File: src/rtl/phs_pkg.sv
// shared types, constants and codes of the pointer hash set
package phs_pkg;

    localparam int KEY_W           = 64;
    localparam int TABLE_SLOTS_DEF = 1024;
    localparam int CACHE_SLOTS_DEF = 256;

    localparam int MAX_ENTRIES_W   = 10;
    localparam logic [MAX_ENTRIES_W-1:0] MAX_ENTRIES_RST = 10'd716;

    localparam logic [KEY_W-1:0] MIX_MULT    = 64'hff51afd7ed558ccd;
    localparam logic [31:0]      MIX_MULT_LO = MIX_MULT[31:0];
    localparam logic [31:0]      MIX_MULT_HI = MIX_MULT[63:32];
    localparam int               MIX_SHIFT   = 33;
    localparam int               ALIGN_SHIFT = 3;

    // operation codes
    localparam logic [1:0] FUNC_INSERT = 2'd0;
    localparam logic [1:0] FUNC_LOOKUP = 2'd1;
    localparam logic [1:0] FUNC_CLEAR  = 2'd2;

    // result status codes
    localparam logic [1:0] STATUS_DONE    = 2'd0;
    localparam logic [1:0] STATUS_PRESENT = 2'd1;
    localparam logic [1:0] STATUS_FULL    = 2'd2;
    localparam logic [1:0] STATUS_ZERO    = 2'd3;

    typedef struct packed {
        logic [1:0]       func;
        logic [KEY_W-1:0] key;
    } phs_in_t;

    typedef struct packed {
        logic       found;
        logic [1:0] status;
    } phs_out_t;

endpackage

File: src/rtl/phs_hash.sv
// home slot hash: premix, 64-bit multiply over one shared 32x32 multiplier, final xor-shift
module phs_hash #(
    parameter int TABLE_SLOTS = phs_pkg::TABLE_SLOTS_DEF
) (
    input  logic                           aclk,
    input  logic                           aresetn,
    input  logic                           start,
    input  logic [phs_pkg::KEY_W-1:0]      key,
    output logic                           done,
    output logic [$clog2(TABLE_SLOTS)-1:0] idx
);

    localparam int IDX_W = $clog2(TABLE_SLOTS);

    localparam logic [1:0] PH_LOLO = 2'd0;
    localparam logic [1:0] PH_HILO = 2'd1;
    localparam logic [1:0] PH_LOHI = 2'd2;
    localparam logic [1:0] PH_FIN  = 2'd3;

    logic                      busy_reg;
    logic [1:0]                phase_reg;
    logic [phs_pkg::KEY_W-1:0] x_reg;
    logic [phs_pkg::KEY_W-1:0] acc_reg;
    logic [31:0]               cross_reg;
    logic                      done_reg;
    logic [IDX_W-1:0]          idx_reg;

    logic [phs_pkg::KEY_W-1:0] x_shr;
    logic [31:0]               mul_a;
    logic [31:0]               mul_b;
    logic [63:0]               prod;
    logic [phs_pkg::KEY_W-1:0] h;
    logic [phs_pkg::KEY_W-1:0] f;

    assign x_shr = key >> phs_pkg::ALIGN_SHIFT;

    // one multiplier, operands picked by phase
    assign mul_a = (phase_reg == PH_HILO) ? x_reg[63:32] : x_reg[31:0];
    assign mul_b = (phase_reg == PH_LOHI) ? phs_pkg::MIX_MULT_HI : phs_pkg::MIX_MULT_LO;
    assign prod  = mul_a * mul_b;

    // only the low half of the cross terms lands below bit 64
    assign h = acc_reg + {cross_reg, 32'd0};
    assign f = h ^ (h >> phs_pkg::MIX_SHIFT);

    always_ff @(posedge aclk) begin
        if (!aresetn) begin
            busy_reg  <= 1'b0;
            phase_reg <= PH_LOLO;
            done_reg  <= 1'b0;
        end else begin
            done_reg <= 1'b0;
            if (start) begin
                busy_reg  <= 1'b1;
                phase_reg <= PH_LOLO;
            end else if (busy_reg) begin
                phase_reg <= phase_reg + 2'd1;
                if (phase_reg == PH_FIN) begin
                    busy_reg <= 1'b0;
                    done_reg <= 1'b1;
                end
            end
        end
    end

    always_ff @(posedge aclk) begin
        if (start) begin
            x_reg <= x_shr ^ (x_shr >> phs_pkg::MIX_SHIFT);
        end
        if (busy_reg && !start) begin
            unique case (phase_reg)
                PH_LOLO: begin
                    acc_reg <= prod;
                end
                PH_HILO: begin
                    cross_reg <= prod[31:0];
                end
                PH_LOHI: begin
                    cross_reg <= cross_reg + prod[31:0];
                end
                PH_FIN: begin
                    idx_reg <= f[IDX_W-1:0];
                end
                default: begin
                    idx_reg <= idx_reg;
                end
            endcase
        end
    end

    assign done = done_reg;
    assign idx  = idx_reg;

endmodule

File: config.mk
export PLATFORM = sky130hd
export DESIGN_NAME = phs_hash
export DESIGN_NICKNAME = d
export VERILOG_FILES = /design/src/rtl/phs_pkg.sv /design/src/rtl/phs_hash.sv
export SDC_FILE = /design/constraint.sdc
export NUM_CORES = 1
export LEC_CHECK = 0
export BUFFER_PORTS_ARGS = -buffer_cell sky130_fd_sc_hd__buf_2
export CAP_MARGIN = 20
export CELL_PAD_IN_SITES_DETAIL_PLACEMENT = 1
export CELL_PAD_IN_SITES_GLOBAL_PLACEMENT = 2
export CORE_UTILIZATION = 45
export CTS_BUF_LIST = sky130_fd_sc_hd__clkbuf_4 sky130_fd_sc_hd__clkbuf_8
export CTS_CLUSTER_DIAMETER = 60
export DETAILED_ROUTE_END_ITERATION = 8
export PLACE_DENSITY_LB_ADDON = 0.15
export SYNTH_ARGS = -nofsm -noshare
export SYNTH_HDL_FRONTEND = slang
export SYNTH_SLANG_ARGS = --single-unit
File: constraint.sdc
create_clock -name aclk -period 10.98 [get_ports aclk]
set_input_delay 2.196 -clock aclk [delete_from_list [all_inputs] [get_ports aclk]]
set_output_delay 2.196 -clock aclk [all_outputs]
set_load 0.05 [all_outputs]
# Word level (Yosys, flattened, before mapping)
# Index checks and enable logic that the tools add are counted.
[op_classes]
reduce_logical = 9
magnitude_cmp = 0
bitwise_logic = 4
n_mul = 1
n_addsub = 3
shift = 0
div = 0
muxes = 7
n_eq_ne = 3
[op_table]
columns = ["op", "count"]
rows = [
  ["$pmux 32 s2", 1],
  ["$xor 61x28->61", 1],
  ["$add 43x43->43", 1],
  ["$mul 32x32->43", 1],
  ["$add 32x32->32", 1],
  ["$mux 32", 1],
  ["$mux 29", 1],
  ["$xor 10x10->10", 1],
  ["$reduce_and 2->1", 3],
  ["$eq 2x2->1 const B", 2],
  ["$mux 1", 4],
  ["$reduce_or 3->1", 1],
  ["$add 2x1->2 const B", 1],
  ["$eq 2x1->1 const B", 1],
  ["$logic_not 2->1", 1],
  ["$not 1->1", 2],
  ["$reduce_bool 2->1", 1],
  ["$reduce_or 2->1", 1],
  ["$logic_and 1x1->1", 1],
  ["$logic_not 1->1", 1],
]
[totals]
wordCells = 34
output_inout_bits = 11
input_bits = 67
rom_bits = 0
n_memories = 0
latchBits = 0
mem_bits_rw = 0
regBits = 153

# Logic depth before layout (Yosys ltp)
[logic_depth]
depth_word = 5
ltp_mapped = 34
ltp_nobuf = 31

# Least setup slack after synthesis
# No wires, ideal clock.
[synth_timing]
kind = "register to register"
start = "reg phase_reg[0]"
end = "reg acc_reg[42] (netlist bit) (data pin)"
path_stages_with_launch = 31
path_slack_ns = 1.477
required_ns = 10.720
synth_period_minus_slack_ns = 9.503
setup_time_ns = 0.260
t_arrival_ns = 9.243
path_cell_list = "dfxtp_1 -> ha_1 -> buf_6 -> clkbuf_1 -> buf_1 -> buf_2 -> mux2i_1 -> inv_1 -> nand2_1 -> inv_1 -> fa_1 -> fa_1 -> fa_1 -> inv_1 -> fa_1 -> inv_1 -> fa_1 -> inv_1 -> fa_1 -> inv_1 -> fa_1 -> fa_1 -> ha_1 -> nand4_1 -> or3_1 -> o41ai_1 -> o211ai_1 -> a31oi_1 -> nand2_1 -> o21ai_0 -> xnor2_1"
[synth_via]
elab_chain_len = 3
[synth_lines]
columns = ["element", "line_no", "rtl"]
rows = [
  ["start: declaration", "phs_hash.sv:21", "logic [1:0] phase_reg;"],
  ["start signal: assignment", "phs_hash.sv:57", "phase_reg <= phase_reg + 2'd1;"],
  ["$eq 2x1->1 or $eq 2x2->1 (tied branches)", "phs_hash.sv:38, phs_hash.sv:39", ""],
  ["$mux 32 or $mux 29 (tied branches)", "phs_hash.sv:38, phs_hash.sv:39", ""],
  ["$mul 32x32->43 *", "phs_hash.sv:40", "assign prod = mul_a * mul_b;"],
  ["via prod[42]", "phs_hash.sv:31", "logic [63:0] prod;"],
  ["end signal: assignment", "phs_hash.sv:73", "acc_reg <= prod;"],
  ["end: declaration", "phs_hash.sv:23", "logic [phs_pkg::KEY_W-1:0] acc_reg;"],
]
# Mark *: on every way through the listed nets, which the timed path passes. The rest lies on a longest branch.
# A chain may end at the register's enable or synchronous reset.

# Final worst setup path
[layout_timing]
start = "reg phase_reg[1]"
end = "reg acc_reg[42] (netlist bit) (data pin)"
# Same word-level chain as after synthesis.

==> run metrics <==
status completed; final core occ 0.493; arrival time at the worst endpoint 10.13 ns; sequential-to-total area share from yosys stat 0.143; Synth Instances 1991; vias in the first global route 16000; Worst Path Required 11.15 ns; R2R Path End acc_reg[42]$_DFFE_PP_; Clock Tree Root clkbuf_8; synthesized cell area 22200 µm²; setup TNS 0 ns; Crit Path Max Fanout 20; Chip Height 224 µm; Setup CP Type reg2reg; hold crit path type reg2reg; CTS sink cnt 107; antenna cells 0; RSZ-0062 raised after global routing no; critical path's largest stage delay 0.78 ns; largest net degree at the start of global routing 58; IO Pins 78; Vias/cell 5.01; TritonCTS Buffers 9; first-pass GRT wire length 95200 µm; initial antenna violation count 1; Rows 80; fraction of registers with async set/reset 0; DP Cell Count 2729; GRT Util Overall 0.266; synth warn 0; CTS H-tree depth 3; share of cells above drive strength 1 0.0823; Max Root-Sink Buffers 2; Port Buffers 74; Crit. End Element register; Final Slew Violations 0; syn avg cell area 11.1 µm²; TritonRoute pass-1 iters 5; post-cts sizing count 0; Max Clock Skew 0.0286 ns; die footprint 50100 µm²; Final setup viols 0; Worst R2R Setup Slack 1.02 ns; initial drt markers 499; Die W 224 µm; Worst Hold Path Cells 1; Post-CTS Hold Fix Bufs 0; clk_lat worst skew 0.45 ns; Hold Path Origin acc_reg[0]$_DFFE_PP_; grt ovf 0; Worst-path clk slew 0.11 ns; most frequent CP cell fa_1; min cycle time layout 9.96 ns; synth-to-layout area growth 7.21%; FF+latch count, synth 107; reg2reg path depth 28; Hold Vio Cnt, Final 0; Post-synth top flop edfxtp_1; Final GP Congestion 0.913; Vias 13800; EDFF count, synth 103; DRC violations left 0; number of flip-flops in the largest register 61; Max Freq 100 MHz; Max-slew headroom 0.305; DP Area 23600 µm²; net count after synthesis 2853; slowest CP cell ha_2; Final #Nets 2947; post-route design area 23800 µm²; Startpoint Class register; CTS tree built; postcts setup bufs 0; DPL Wire Length 55900 µm; core area 48100 µm²; Worst-Margin Slew 1.04 ns; Hold EP idx[0]$_DFFE_PP_; period utilization 0.907; synth unique cells 56; Starting Density 0.460; antenna-violating nets left 0; Final Instance Count excl. Fillers 2746; Max-Cap Viols 0; FF-to-FF Start phase_reg[1]$_SDFFE_PP0P_; Detailed Route WL 62700 µm; Wirelength per Cell 22.8 µm
[area by class of cell]
| cell class | instances | area (µm²) |
|---|---|---|
| flip-flops and latches | 107 | 3170 |
| clock buffers | 9 | 124 |
| clock inverters | 7 | 66.3 |
| repair buffers | 120 | 716 |
| fillers | 5226 | 24400 |
| inverters | 602 | 2260 |
| well taps | 656 | 821 |
| multi-input cells | 1245 | 16600 |
[worst max path at each step]
stage / startpoint / endpoint / slack [ns] / depth (start not counted)
global placement: phase_reg[1]$_SDFFE_PP0P_ / acc_reg[42]$_DFFE_PP_ / 1.11 / 28
floorplan: phase_reg[0]$_SDFFE_PP0P_ / acc_reg[42]$_DFFE_PP_ / 1.48 / 30
finish: phase_reg[1]$_SDFFE_PP0P_ / acc_reg[42]$_DFFE_PP_ / 1.02 / 28
global route: phase_reg[1]$_SDFFE_PP0P_ / acc_reg[41]$_DFFE_PP_ / 0.64 / 25
CTS: phase_reg[1]$_SDFFE_PP0P_ / acc_reg[42]$_DFFE_PP_ / 0.96 / 28
detailed placement: phase_reg[1]$_SDFFE_PP0P_ / acc_reg[42]$_DFFE_PP_ / 0.99 / 28
[synth_stat cells (all sizes together), types with 5 or more instances]
master  count  share of area
xnor2      64          0.025
mux2       19         0.0098
nor2       62          0.011
nand4       6         0.0017
inv       602           0.10
ha        313           0.18
nor3        9         0.0020
nand2b      5         0.0014
o21a       10         0.0034
a21o       20         0.0068
o21ai      39         0.0090
xor2       40          0.016
nand3       6         0.0014
clkbuf     33         0.0056
or2        10         0.0028
and2       10         0.0028
mux2i      22          0.011
nor2b      15         0.0042
a21oi      36         0.0083
edfxtp    103           0.14
fa        482           0.44
nand2      39         0.0066
[critical path, delay by kind of cell (launching register included)]
kind	cells	cell delay, ns
and+or+nand+nor	4	1.13
DFF	1	0.38
buffers and inverters	7	0.98
muxes	1	0.55
AOI/OAI and AO/OA	5	1.47
adders and majority gates	10	4.96
xor gates and xnor gates	1	0.14
[metal layers]
metal	global-route usage	up-vias	wire, µm
li1	-	6213	-
met1	0.344	7252	26700
met2	0.463	216	31900
met3	0.0328	74	2080
met4	0.0862	2	1990
met5	0	-	13
[per-stage QoR]
step | hold slack, ns | setup slack (ns)
after detailed placement | 0.546 | 0.993
after global routing | 0.596 | 0.644
after CTS | 0.573 | 0.957
after global placement | 0.529 | 1.11
after floorplan | 0.480 | 1.48
final | 0.566 | 1.02
[kinds of logic (layout without fill, tap and decap cells)]
family                   after synthesis  in the layout  share of synthesized area
other                                  1              1                   0.000169
AND/OR/NAND/NOR                      173            173                     0.0372
XOR/XNOR                             104            104                     0.0411
multiplexers                          41             41                     0.0203
AO/OA/AOI/OAI                        131            131                     0.0370
adder cells (fa/ha/maj)              795            795                      0.612
buffers and inverters                639            738                      0.109
flip-flops                           107            107                      0.143
[placed cells by master, fill, tap and decap left out, types with 5 or more instances in the layout]
| master | n |
|---|---|
| a21o_1 | 20 |
| a21oi_1 | 35 |
| and2_1 | 10 |
| buf_2 | 74 |
| buf_4 | 46 |
| clkbuf_8 | 9 |
| edfxtp_1 | 103 |
| fa_1 | 482 |
| ha_1 | 311 |
| inv_1 | 601 |
| mux2_2 | 18 |
| mux2i_1 | 20 |
| nand2_1 | 39 |
| nand2b_1 | 5 |
| nand3_1 | 6 |
| nand4_1 | 6 |
| nor2_1 | 62 |
| nor2b_1 | 15 |
| nor3_1 | 9 |
| o21a_1 | 10 |
| o21ai_0 | 38 |
| or2_2 | 10 |
| xnor2_1 | 64 |
| xor2_1 | 40 |
Power is left out: the tool's default activity adds up to more than one toggle a clock period on the data nets, which glitch-free logic cannot reach.
